===== src/sv/smbr_pkg.sv =====
// Shared types and constants for the SplitMix64 bounded random unit.
package smbr_pkg;

   localparam int WordWidth = 64;
   localparam int CountWidth = 7;

   localparam logic [63:0] GOLDEN_STEP = 64'h9e3779b97f4a7c15;
   localparam logic [63:0] MIX_MUL_A = 64'hbf58476d1ce4e5b9;
   localparam logic [63:0] MIX_MUL_B = 64'h94d049bb133111eb;

   typedef enum logic [1:0] {
      KIND_INT  = 2'd0,
      KIND_FRAC = 2'd1,
      KIND_BIT  = 2'd2,
      KIND_SEED = 2'd3
   } kind_type;

   typedef enum logic [3:0] {
      ST_IDLE,
      ST_LIMIT,
      ST_LIMIT_WAIT,
      ST_MIX,
      ST_MIX_WAIT,
      ST_CHECK,
      ST_MOD,
      ST_MOD_WAIT,
      ST_FINISH,
      ST_OUT
   } state_type;

   // Controller to datapath commands.
   typedef struct packed {
      logic       load_req;    // capture request fields
      logic       load_seed;   // state <= seed
      logic       mix_start;   // begin one sample draw
      logic       div_limit;   // start divider for rejection limit
      logic       div_sample;  // start divider for sample mod span
      logic       set_result;  // form result from sample/remainder
      logic       out_valid_set;
   } cmd_type;

   // Datapath to controller status.
   typedef struct packed {
      logic     mix_done;
      logic     div_done;
      logic     span_zero;
      logic     reject;
      kind_type kind;
   } status_type;

endpackage


===== src/sv/smbr_datapath.sv =====
// Datapath: generator state, staged mixer, serial divider and result register.
module smbr_datapath (
   input  logic                  clock,
   input  logic                  reset,
   input  smbr_pkg::cmd_type     cmd,
   output smbr_pkg::status_type  status,
   input  logic [193:0]          req_tdata,
   output logic [63:0]           result
);
   import smbr_pkg::*;

   logic [1:0]  kind_ff, kind_in;
   logic [63:0] start_ff, span_ff, limit_ff;
   logic [63:0] gstate_ff, gstate_in;
   logic [63:0] z_ff;
   logic [63:0] acc_ff;
   logic [3:0]  mix_step_ff;
   logic        mix_busy_ff;
   logic        mix_done_ff;
   logic [63:0] res_ff;

   // partial product operands for the 64-bit constant multiplies
   logic [31:0] mul_a, mul_b;
   logic [63:0] mul_p;

   // divider state: restoring, one quotient bit per cycle
   logic [63:0] dividend_ff, rem_ff;
   logic [CountWidth-1:0] div_cnt_ff;
   logic        div_busy_ff, div_done_ff;
   logic [64:0] rem_shift;
   logic [64:0] rem_diff;

   assign kind_in = req_tdata[1:0];

   // request capture and generator state
   always_ff @(posedge clock) begin
      if (reset) begin
         gstate_ff <= '0;
      end else if (cmd.load_seed) begin
         gstate_ff <= req_tdata[193:130];
      end else if (cmd.mix_start) begin
         gstate_ff <= gstate_in;
      end
      if (cmd.load_req) begin
         kind_ff  <= kind_in;
         start_ff <= req_tdata[65:2];
         span_ff  <= req_tdata[129:66] - req_tdata[65:2];
      end
   end

   assign gstate_in = gstate_ff + GOLDEN_STEP;

   // operand select: low*low, high*low, low*high of each multiply
   always_comb begin
      mul_a = z_ff[31:0];
      mul_b = MIX_MUL_A[31:0];
      unique case (mix_step_ff)
         4'd2: mul_a = z_ff[63:32];
         4'd3: mul_b = MIX_MUL_A[63:32];
         4'd5: mul_b = MIX_MUL_B[31:0];
         4'd6: begin
            mul_a = z_ff[63:32];
            mul_b = MIX_MUL_B[31:0];
         end
         4'd7: mul_b = MIX_MUL_B[63:32];
         default: ;
      endcase
   end

   assign mul_p = 64'(mul_a) * 64'(mul_b);

   // mixer: xor-shift steps and multiplies built from 32x32 partial products
   always_ff @(posedge clock) begin
      if (reset) begin
         mix_busy_ff <= 1'b0;
         mix_done_ff <= 1'b0;
         mix_step_ff <= '0;
      end else begin
         mix_done_ff <= 1'b0;
         if (cmd.mix_start) begin
            mix_busy_ff <= 1'b1;
            mix_step_ff <= '0;
            z_ff        <= gstate_in;
         end else if (mix_busy_ff) begin
            mix_step_ff <= mix_step_ff + 4'd1;
            unique case (mix_step_ff)
               4'd0: z_ff <= z_ff ^ (z_ff >> 30);
               4'd1: acc_ff <= mul_p;
               4'd2: acc_ff[63:32] <= acc_ff[63:32] + mul_p[31:0];
               4'd3: z_ff <= {acc_ff[63:32] + mul_p[31:0], acc_ff[31:0]};
               4'd4: z_ff <= z_ff ^ (z_ff >> 27);
               4'd5: acc_ff <= mul_p;
               4'd6: acc_ff[63:32] <= acc_ff[63:32] + mul_p[31:0];
               4'd7: z_ff <= {acc_ff[63:32] + mul_p[31:0], acc_ff[31:0]};
               4'd8: begin
                  z_ff        <= z_ff ^ (z_ff >> 31);
                  mix_busy_ff <= 1'b0;
                  mix_done_ff <= 1'b1;
               end
               default: mix_busy_ff <= 1'b0;
            endcase
         end
      end
   end

   // serial divider producing remainder by span
   assign rem_shift = {rem_ff, dividend_ff[63]};
   assign rem_diff  = rem_shift - {1'b0, span_ff};

   always_ff @(posedge clock) begin
      if (reset) begin
         div_busy_ff <= 1'b0;
         div_done_ff <= 1'b0;
         div_cnt_ff  <= '0;
      end else begin
         div_done_ff <= 1'b0;
         if (cmd.div_limit || cmd.div_sample) begin
            div_busy_ff <= 1'b1;
            div_cnt_ff  <= '0;
            rem_ff      <= '0;
            dividend_ff <= cmd.div_limit ? (64'd0 - span_ff) : z_ff;
         end else if (div_busy_ff) begin
            dividend_ff <= {dividend_ff[62:0], 1'b0};
            rem_ff <= rem_diff[64] ? rem_shift[63:0] : rem_diff[63:0];
            div_cnt_ff <= div_cnt_ff + 1'b1;
            if (div_cnt_ff == CountWidth'(WordWidth - 1)) begin
               div_busy_ff <= 1'b0;
               div_done_ff <= 1'b1;
            end
         end
      end
   end

   // limit capture and result forming
   always_ff @(posedge clock) begin
      if (cmd.load_req) begin
         limit_ff <= '0;
      end else if (div_done_ff && !cmd.set_result) begin
         limit_ff <= rem_ff;
      end
      if (cmd.set_result) begin
         unique case (kind_type'(kind_ff))
            KIND_INT:  res_ff <= start_ff + ((span_ff == '0) ? z_ff : rem_ff);
            KIND_FRAC: res_ff <= {11'd0, z_ff[63:11]};
            KIND_BIT:  res_ff <= {63'd0, z_ff[0]};
            KIND_SEED: res_ff <= '0;
            default:   res_ff <= '0;
         endcase
      end
   end

   assign result           = res_ff;
   assign status.mix_done  = mix_done_ff;
   assign status.div_done  = div_done_ff;
   assign status.span_zero = (span_ff == '0);
   assign status.reject    = (z_ff < limit_ff);
   assign status.kind      = kind_type'(kind_ff);

endmodule


===== src/sv/smbr_control.sv =====
// Controller state machine sequencing draws, rejection and division.
module smbr_control (
   input  logic                  clock,
   input  logic                  reset,
   input  logic                  req_tvalid,
   output logic                  req_tready,
   output logic                  rsp_tvalid,
   input  logic                  rsp_tready,
   input  logic [1:0]            req_kind,
   input  smbr_pkg::status_type  status,
   output smbr_pkg::cmd_type     cmd
);
   import smbr_pkg::*;

   state_type state_ff, state_in;
   logic      rsp_valid_ff;
   logic      accept;

   assign accept = req_tvalid && req_tready;

   // next state
   always_comb begin
      state_in = state_ff;
      unique case (state_ff)
         ST_IDLE: begin
            if (accept) begin
               if (kind_type'(req_kind) == KIND_SEED) state_in = ST_FINISH;
               else if (kind_type'(req_kind) == KIND_INT) state_in = ST_LIMIT;
               else state_in = ST_MIX;
            end
         end
         ST_LIMIT:      state_in = status.span_zero ? ST_MIX : ST_LIMIT_WAIT;
         ST_LIMIT_WAIT: if (status.div_done) state_in = ST_MIX;
         ST_MIX:        state_in = ST_MIX_WAIT;
         ST_MIX_WAIT:   if (status.mix_done) state_in = ST_CHECK;
         ST_CHECK: begin
            if (status.kind != KIND_INT || status.span_zero) state_in = ST_FINISH;
            else if (status.reject) state_in = ST_MIX;
            else state_in = ST_MOD;
         end
         ST_MOD:        state_in = ST_MOD_WAIT;
         ST_MOD_WAIT:   if (status.div_done) state_in = ST_FINISH;
         ST_FINISH:     state_in = ST_OUT;
         ST_OUT:        if (!rsp_valid_ff || rsp_tready) state_in = ST_IDLE;
         default:       state_in = ST_IDLE;
      endcase
   end

   // commands
   always_comb begin
      cmd = '0;
      unique case (state_ff)
         ST_IDLE: begin
            cmd.load_req  = accept;
            cmd.load_seed = accept && (kind_type'(req_kind) == KIND_SEED);
         end
         ST_LIMIT:  cmd.div_limit = !status.span_zero;
         ST_MIX:    cmd.mix_start = 1'b1;
         ST_MOD:    cmd.div_sample = 1'b1;
         ST_FINISH: cmd.set_result = 1'b1;
         ST_OUT:    cmd.out_valid_set = !rsp_valid_ff || rsp_tready;
         default:   ;
      endcase
   end

   always_ff @(posedge clock) begin
      if (reset) begin
         state_ff     <= ST_IDLE;
         rsp_valid_ff <= 1'b0;
      end else begin
         state_ff <= state_in;
         if (cmd.out_valid_set) rsp_valid_ff <= 1'b1;
         else if (rsp_tready) rsp_valid_ff <= 1'b0;
      end
   end

   assign req_tready = (state_ff == ST_IDLE);
   assign rsp_tvalid = rsp_valid_ff;

endmodule


===== src/sv/splitmix_bounded_random_unit.sv =====
// Top level of the SplitMix64 bounded random unit.
// Each draw request advances a 64-bit SplitMix64 state and returns one result;
// a seed load sets the state instead. A fraction or bit draw runs the staged
// mixer of nine steps, each 64-bit multiply built from three 32x32 partial
// products. An integer draw runs a bit-serial divider twice (rejection limit,
// then sample mod span) and draws again for each rejected sample; a zero span
// skips both divisions. The result sits in an output register, so a new request
// is taken in the cycle after the result has been handed over to that register.
module splitmix_bounded_random_unit (
   input  logic          clock,
   input  logic          reset,
   input  logic          req_tvalid,
   output logic          req_tready,
   // kind[1:0], range_start[65:2], range_end[129:66], seed_value[193:130]
   input  logic [199:0]  req_tdata,
   output logic          rsp_tvalid,
   input  logic          rsp_tready,
   // value[63:0]
   output logic [63:0]   rsp_tdata
);
   import smbr_pkg::*;

   cmd_type    cmd;
   status_type status;
   logic [63:0] result;
   logic [63:0] rsp_ff;

   smbr_control u_control (
      .clock      (clock),
      .reset      (reset),
      .req_tvalid (req_tvalid),
      .req_tready (req_tready),
      .rsp_tvalid (rsp_tvalid),
      .rsp_tready (rsp_tready),
      .req_kind   (req_tdata[1:0]),
      .status     (status),
      .cmd        (cmd)
   );

   smbr_datapath u_datapath (
      .clock     (clock),
      .reset     (reset),
      .cmd       (cmd),
      .status    (status),
      .req_tdata (req_tdata[193:0]),
      .result    (result)
   );

   // output register loaded on each finished item
   always_ff @(posedge clock) begin
      if (cmd.out_valid_set) rsp_ff <= result;
   end

   assign rsp_tdata = rsp_ff;

endmodule

===== config.mk =====
export PLATFORM = sky130hd
export DESIGN_NAME = splitmix_bounded_random_unit
export DESIGN_NICKNAME = d
export VERILOG_FILES = /design/src/sv/smbr_pkg.sv /design/src/sv/smbr_datapath.sv /design/src/sv/smbr_control.sv /design/src/sv/splitmix_bounded_random_unit.sv
export SDC_FILE = /design/constraint.sdc
export NUM_CORES = 2
export LEC_CHECK = 0
export BUFFER_PORTS_ARGS = -buffer_cell sky130_fd_sc_hd__buf_2
export CAP_MARGIN = 20
export CORE_UTILIZATION = 45
export DETAILED_ROUTE_END_ITERATION = 12
export GPL_TIMING_DRIVEN = 0
export PLACE_DENSITY = 0.73
export SYNTH_ARGS = -nofsm -noshare
export SYNTH_HDL_FRONTEND = slang
export SYNTH_HIERARCHICAL = 1
export SYNTH_SLANG_ARGS = --single-unit

===== constraint.sdc =====
create_clock -name clock -period 12.45 [get_ports clock]
set_input_delay 2.49 -clock clock [delete_from_list [all_inputs] [get_ports clock]]
set_output_delay 2.49 -clock clock [all_outputs]
set_load 0.005 [all_outputs]

Yosys cells after proc, flatten, opt, wreduce, memory -nomap -nowiden

Cells that the tools add are included.

Add/sub/neg operators: 8
Multiply operators: 1
Magnitude comparators: 1
Eq/ne operators: 27
Multiplexer cells: 42
Bitwise logic cells: 7
Reductions and logical operators: 35

Operators with widths:

| kind                                                 | count |
|---|---|
| 2-to-1 mux 64 bit                                    | 10 |
| one-hot mux 64 bit (4 select lines)                  | 2 |
| one-hot mux 32 bit (3 select lines)                  | 1 |
| subtractor 65 x 64 -> 65 bit                         | 1 |
| adder 64 bit                                         | 1 |
| adder 64 bit (second input constant)                 | 1 |
| logical NOT 64 bit                                   | 1 |
| < comparator 64 bit                                  | 1 |
| multiplier 32 x 32 -> 64 bit                         | 1 |
| one-hot mux 32 bit (2 select lines)                  | 1 |
| subtractor 1 x 64 -> 64 bit (first input constant)   | 1 |
| subtractor 64 bit                                    | 1 |
| XOR 64 x 33 -> 64 bit                                | 1 |
| XOR 64 x 34 -> 64 bit                                | 1 |
| XOR 64 x 37 -> 64 bit                                | 1 |
| one-hot mux 4 bit (10 select lines)                  | 1 |
| adder 32 bit                                         | 1 |
| equality test 4 x 3 -> 1 bit (second input constant) | 8 |
| 2-to-1 mux 32 bit                                    | 1 |
| 2-to-1 mux 4 bit                                     | 7 |
| equality test 4 x 2 -> 1 bit (second input constant) | 4 |
| 2-to-1 mux 1 bit                                     | 16 |
| equality test 4 bit (second input constant)          | 3 |
| nonzero test 2 bit                                   | 6 |
| 24 further kinds                                     | 49 |

Register bits: 662
Output and inout bits: 66
Logic and storage cells: 141

Logic depth before layout (Yosys ltp)

Depth after elaboration: 8
Mapped depth: 46

Modules after synthesis

The synthesis kept the hierarchy.

By module, submodules not included:

| module                       | times used | cells each | area each (um^2) |
|---|---|---|---|
| smbr_datapath                | 1          | 7,909      | 71,369.7 |
| splitmix_bounded_random_unit | 1          | 64         | 1,921.8 |
| smbr_control                 | 1          | 58         | 452.9 |

Worst setup path after synthesis

No wires, ideal clock.

Path kind: register -> register
Start point: register u_datapath.mix_step_ff[0]
End point: register u_datapath.z_ff[63] (data pin)
Library setup time: 0.267 ns
Arrival time: 9.616 ns
Data required time: 12.183 ns
Path slack: 2.567 ns
Stages on the path, launching flop included: 40
Buffers on the path: 2
Period minus slack after synthesis: 9.883 ns
Cell sequence: dfxtp_1 -> inv_1 -> ha_1 -> nor2b_1 -> clkbuf_1 -> clkbuf_1 -> nand2_1 -> nand2_1 -> clkinv_1 -> nor2_1 -> nor2_1 -> fa_1 -> inv_1 -> fa_1 -> fa_1 -> inv_1 -> fa_1 -> inv_1 -> (+4 left out) -> fa_1 -> inv_1 -> ha_1 -> a21oi_1 -> o21ai_0 -> or3_1 -> o21ai_0 -> xnor2_1 -> ha_1 -> and2_1 -> or2_2 -> a21o_1 -> a221o_1 -> nand4_1 -> a31oi_1 -> xor3_1 -> nand2_1 -> o21ai_0

Longest elaborated chain between the ends: 8

RTL lines:

| element                                                                             | line                                     | text |
|---|---|---|
| start, declared                                                                     | smbr_datapath.sv:17                      | `logic [3:0] mix_step_ff;` |
| start signal, assigned                                                              | smbr_datapath.sv:85                      | `mix_step_ff <= mix_step_ff + 4'd1;` |
| equality test 4 x 3 -> 1 bit / equality test 4 x 2 -> 1 bit (equally long branches) | smbr_datapath.sv:57                      | `unique case (mix_step_ff)` |
| OR reduction 2 bit (no source line)                                                 | -                                        |  |
| one-hot mux 32 bit (3 select lines) / 2-to-1 mux 32 bit (equally long branches)     | smbr_datapath.sv:57                      |  |
| multiplier 32 x 32 -> 64 bit *                                                      | smbr_datapath.sv:70                      | `assign mul_p = 64'(mul_a) * 64'(mul_b);` |
| net u_datapath.mul_p[23]                                                            | smbr_datapath.sv:24                      | `logic [63:0] mul_p;` |
| adder 32 bit *                                                                      | smbr_datapath.sv:90, smbr_datapath.sv:94 |  |
| one-hot mux 64 bit (4 select lines) *                                               | smbr_datapath.sv:86                      | `unique case (mix_step_ff)` |
| 2-to-1 mux 64 bit *                                                                 | smbr_datapath.sv:84                      | `end else if (mix_busy_ff) begin` |
| 2-to-1 mux 64 bit *                                                                 | smbr_datapath.sv:80                      | `if (cmd.mix_start) begin` |
| end signal, assigned                                                                | smbr_datapath.sv:87                      | `4'd0: z_ff <= z_ff ^ (z_ff >> 30);` |
| end signal, assigned                                                                | smbr_datapath.sv:90                      | `4'd3: z_ff <= {acc_ff[63:32] + mul_p[31:0], acc_ff[31:0]};` |
| end signal, assigned                                                                | smbr_datapath.sv:94                      | `4'd7: z_ff <= {acc_ff[63:32] + mul_p[31:0], acc_ff[31:0]};` |
| end, declared                                                                       | smbr_datapath.sv:15                      | `logic [63:0] z_ff;` |

Mark *: on every way through the listed nets, which the timed path passes. The rest lies on a longest branch. The select of a mux whose other input is x is not followed.
A chain may end at the register's enable or synchronous reset.

Final worst setup path

Start point: register u_datapath.z_ff[51]
End point: register u_datapath.acc_ff[61] (data pin)

Longest elaborated chain between the ends: 4

RTL lines:

| element                               | line                                     | text |
|---|---|---|
| start signal, assigned                | smbr_datapath.sv:83                      | `z_ff <= gstate_in;` |
| start signal, assigned                | smbr_datapath.sv:87                      |  |
| start signal, assigned                | smbr_datapath.sv:90                      |  |
| 2-to-1 mux 32 bit *                   | smbr_datapath.sv:57                      |  |
| multiplier 32 x 32 -> 64 bit *        | smbr_datapath.sv:70                      |  |
| adder 32 bit                          | smbr_datapath.sv:89, smbr_datapath.sv:93 |  |
| one-hot mux 32 bit (2 select lines) * | smbr_datapath.sv:86                      |  |
| end signal, assigned                  | smbr_datapath.sv:88                      | `4'd1: acc_ff <= mul_p;` |
| end signal, assigned                  | smbr_datapath.sv:89                      | `4'd2: acc_ff[63:32] <= acc_ff[63:32] + mul_p[31:0];` |
| end signal, assigned                  | smbr_datapath.sv:93                      | `4'd6: acc_ff[63:32] <= acc_ff[63:32] + mul_p[31:0];` |
| end, declared                         | smbr_datapath.sv:16                      | `logic [63:0] acc_ff;` |

Every way passes the cells marked *; elsewhere a longest branch is shown, timed or not.

==> results.txt <==
The number of antenna-violating nets in the routed design came out at 0. The synthesized netlist devotes 12.8% of its cell area to simple gates. The flop-to-flop setup slack is 0.33 ns.

Setup repair after global routing left no endpoint under its margin. The critical path data arrival time is 12.54 ns. Summed over all layers, the routed wires come to 301,000 um.

The final-report setup violation count came out at 0. The post-route clock skew came out at 0.0471 ns. 270 I/O pins were placed. The final routed DRC violation total is 0.

The residual overflow from global routing is 0. Dividing the detail-routed wire length by the instance count gives 28.2 um. The maximum number of pins on one net before global-route repair came out at 71.

The required arrival time at the worst endpoint came out at 12.87 ns. The number of standard cells in the final layout excluding fillers came out at 10.7k. The die span in y is 407 um. The placement row count came out at 148. The prevailing post-synth register cell is sky130_fd_sc_hd__edfxtp_1. The library cell with the largest summed area after synthesis is sky130_fd_sc_hd__fa_1. The biggest fanout along the worst timing path came out at 11. The all-layer global routing usage came out at 36.2%.

The relative slew slack is 12.7%. Yosys instantiated no cell more often than sky130_fd_sc_hd__inv_1. The first detailed-routing pass ran for 7 iterations. The register area share after synthesis came out at 24.9%. The via count came out at 63.1k. The number of clock sinks is 662. Ranked by total cell area, the synthesized netlist is headed by sky130_fd_sc_hd__fa_1, sky130_fd_sc_hd__edfxtp_1, sky130_fd_sc_hd__ha_1, sky130_fd_sc_hd__inv_1, sky130_fd_sc_hd__nand2_1. The die extent in x came out at 407 um. The complex-gate fraction of the synthesized area is 13.5%. The wire length of the first global-routing pass came out at 427,000 um. The most numerous cell type found on the critical path is sky130_fd_sc_hd__fa_1. The post-synthesis share of cell area spent on full adders, half adders and majority gates came out at 33.1%.

The final number of max-transition violations is 0. The die footprint is 0.165 mm2. The type of the worst setup path is reg -> reg. The clock transition at the registers of the reported paths came out at 0.06 ns.

Max-cap violations in this run came to 0. After detailed placement, the design holds a cell count of 10.5k. Synthesis inferred 662 register bits. The delay of the slowest critical-path stage came out at 0.88 ns. The achievable frequency is 82.5 MHz. The period utilization is 97.3%. The dominant combinational cell family by area after synthesis is adder cells. In the final timing run, aggregate negative setup slack is 0 ns. Ranked by instance count, the synthesized netlist is headed by sky130_fd_sc_hd__inv_1, sky130_fd_sc_hd__nand2_1, sky130_fd_sc_hd__fa_1. The minimum clock period came out at 12.12 ns. The instance area after placement came out at 0.0782 mm2.

The weighted congestion reported at the end of routability-driven placement is 1.04. The area growth from synthesis to layout is 10.0%. The nature of the critical path startpoint is a register. The net count of the mapped netlist came out at 9,685. The half-perimeter wire length after detailed placement is 254,000 um. The endpoint class of the critical path is a register. The gate count after technology mapping came out at 8,031.

The fraction of synthesis flops using an asynchronous set or reset pin came out at 0%. The starting density of the core came out at 45.3%. The cell area that synthesis handed to floorplanning was 0.0737 mm2. Cells with a size suffix above 1 make up 7.18% of the layout.

TritonCTS built the clock tree. Counting the buffers created by CTS gives 71. The portion of netlist area occupied by mux cells came out at 2.06%.

The number of vias per cell after detailed routing is 5.92. The number of different library cells used by synthesis comes to 100. The total core area is 0.163 mm2. The run finished with clean final reports. The maximum clock path buffer count is 3. The net count of the finished layout is 10.1k. The violation count after the first detailed-routing iteration came out at 7,875.

The root buffer cell chosen for the clock tree is sky130_fd_sc_hd__clkbuf_16. In this run the number of H-tree levels came out at 3. The clock latency on the worst-skew pair is 0.70 ns. The mean area per synthesized cell came out at 9.18 um2.

The Yosys warning count came out at 6. The finished cells cover 0.0811 mm2. The number of flops mapped to enable cells by yosys is 514. The number of antenna violations at the first check in global routing was 26.

The via count of the first global-routing pass is 61.0k. The share of the synthesized area in the top cell type came out at 22.6%. The worst hold path class is reg -> reg. The share of the synthesized netlist area taken by xor and xnor gates is 5.40%. For this design, the slowest cell found on the critical path is sky130_fd_sc_hd__clkbuf_1. The number of hold violations in the final report is 0. Input and output buffers added on the ports amount to 263. The transition time of the tightest slew-check pin is 1.31 ns.
worst max-delay path, delay by kind of cell (launching register included):
| kind | cells | cell delay (ns) |
|---|---|---|
| flip-flops | 1 | 0.71 |
| XOR/XNOR | 1 | 0.27 |
| buffers and inverters | 8 | 1.98 |
| AO/OA/AOI/OAI | 5 | 1.42 |
| AND/OR/NAND/NOR | 10 | 2.93 |
| adder cells (fa/ha/maj) | 9 | 4.48 |
metrics by stage:
| stage | hold slack [ns] | utilization [%] | worst slack, ns |
|---|---|---|---|
| 5_1_grt | 0.414 | 49.8 | 0.0249 |
| 3_5_place_dp | 0.405 | 48.1 | -1.04 |
| 4_1_cts | 0.413 | 49.6 | 0.00894 |
| 2_1_floorplan | 0.400 | - | 2.57 |
| 6_report | 0.415 | 49.8 | 0.331 |
| 3_3_place_gp | 0.403 | 47.8 | -3.53 |
layer usage:
layer,vias to the layer above,part of all wire [%],global-route usage (%)
li1,27613,-,-
met1,31432,43,52.4
met2,3551,41,50.7
met3,469,13,12.6
met4,20,3.0,9.90
met5,-,0.14,1.28
sequential cells by signal, indices dropped and copies added, names as in the netlist, 2 cells and up:
| register | count |
|---|---|
| u_datapath/span_ff | 64 |
| u_datapath/result | 64 |
| u_datapath/acc_ff | 64 |
| u_datapath/gstate_ff | 64 |
| u_datapath/rem_ff | 64 |
| u_datapath/mix_step_ff | 4 |
| rsp_tdata | 64 |
| u_datapath/dividend_ff | 64 |
| u_control/state_ff | 4 |
| u_datapath/div_cnt_ff | 7 |
| u_datapath/start_ff | 64 |
| u_datapath/z_ff | 64 |
| u_datapath/limit_ff | 64 |
| u_datapath/kind_ff | 2 |
path summary, 6_finish.rpt:
path / startpoint / to / depth (start not counted)
worst max-delay path: u_datapath/z_ff[51] / u_datapath/acc_ff[61] / 33
worst min-delay path: u_datapath/result[24] / rsp_tdata[24] / 0
worst max register to register: u_datapath/z_ff[51] / u_datapath/acc_ff[61] / 33
worst min register to register: u_datapath/result[24] / rsp_tdata[24] / 0
cells in the final DEF (no fill, tap or decap), drive strengths merged, types with 18 or more instances in the layout:
cell type  instances
nand2b            66
clkbuf           391
inv             1206
a221o             39
o221ai            36
o21bai            46
a21o             181
o211ai            27
a31oi             51
a221oi            27
a211oi            39
nor3              68
xnor2            265
nand2            891
dfxtp            148
o31ai             18
xor2             186
or2               20
nor2             663
o22ai             33
mux2i            148
o21ai            323
and2              21
clkinv            37
and3              40
or3               48
nor2b             65
clkinvlp          20
edfxtp           514
nand3             98
a21oi            578
o21a              47
nand4             86
fa               833
ha               617
nor4              29
a222oi            21
buf              371
cell families after synthesis:
family / count (synthesis)
compound gates: 1586
xor+xnor: 452
fa+ha+maj: 1450
buf+inv: 1595
flops: 662
mux: 150
simple gates: 2136
final cells by class:
class / instances / area [um2]
diodes: 15 / 37.5
plain buffers: 373 / 1500
clock buffers: 75 / 1790
clock inverters: 55 / 601
fillers: 15574 / 81600
inverters: 1216 / 4610
multi-input cells: 5774 / 49500
flip-flops and latches: 662 / 18400
well taps: 2175 / 2720
repair buffers: 316 / 1950
repair_timing:
action                                  4_1_cts  5_1_grt
setup buffers                                 3       20
gates resized for setup                      48       81
hold buffers                                  0        0
endpoints found under the setup margin       26       18
pin swaps                                     0        2
Power is left out: the tool's default activity adds up to more than one toggle a clock period on the data nets, which glitch-free logic cannot reach.
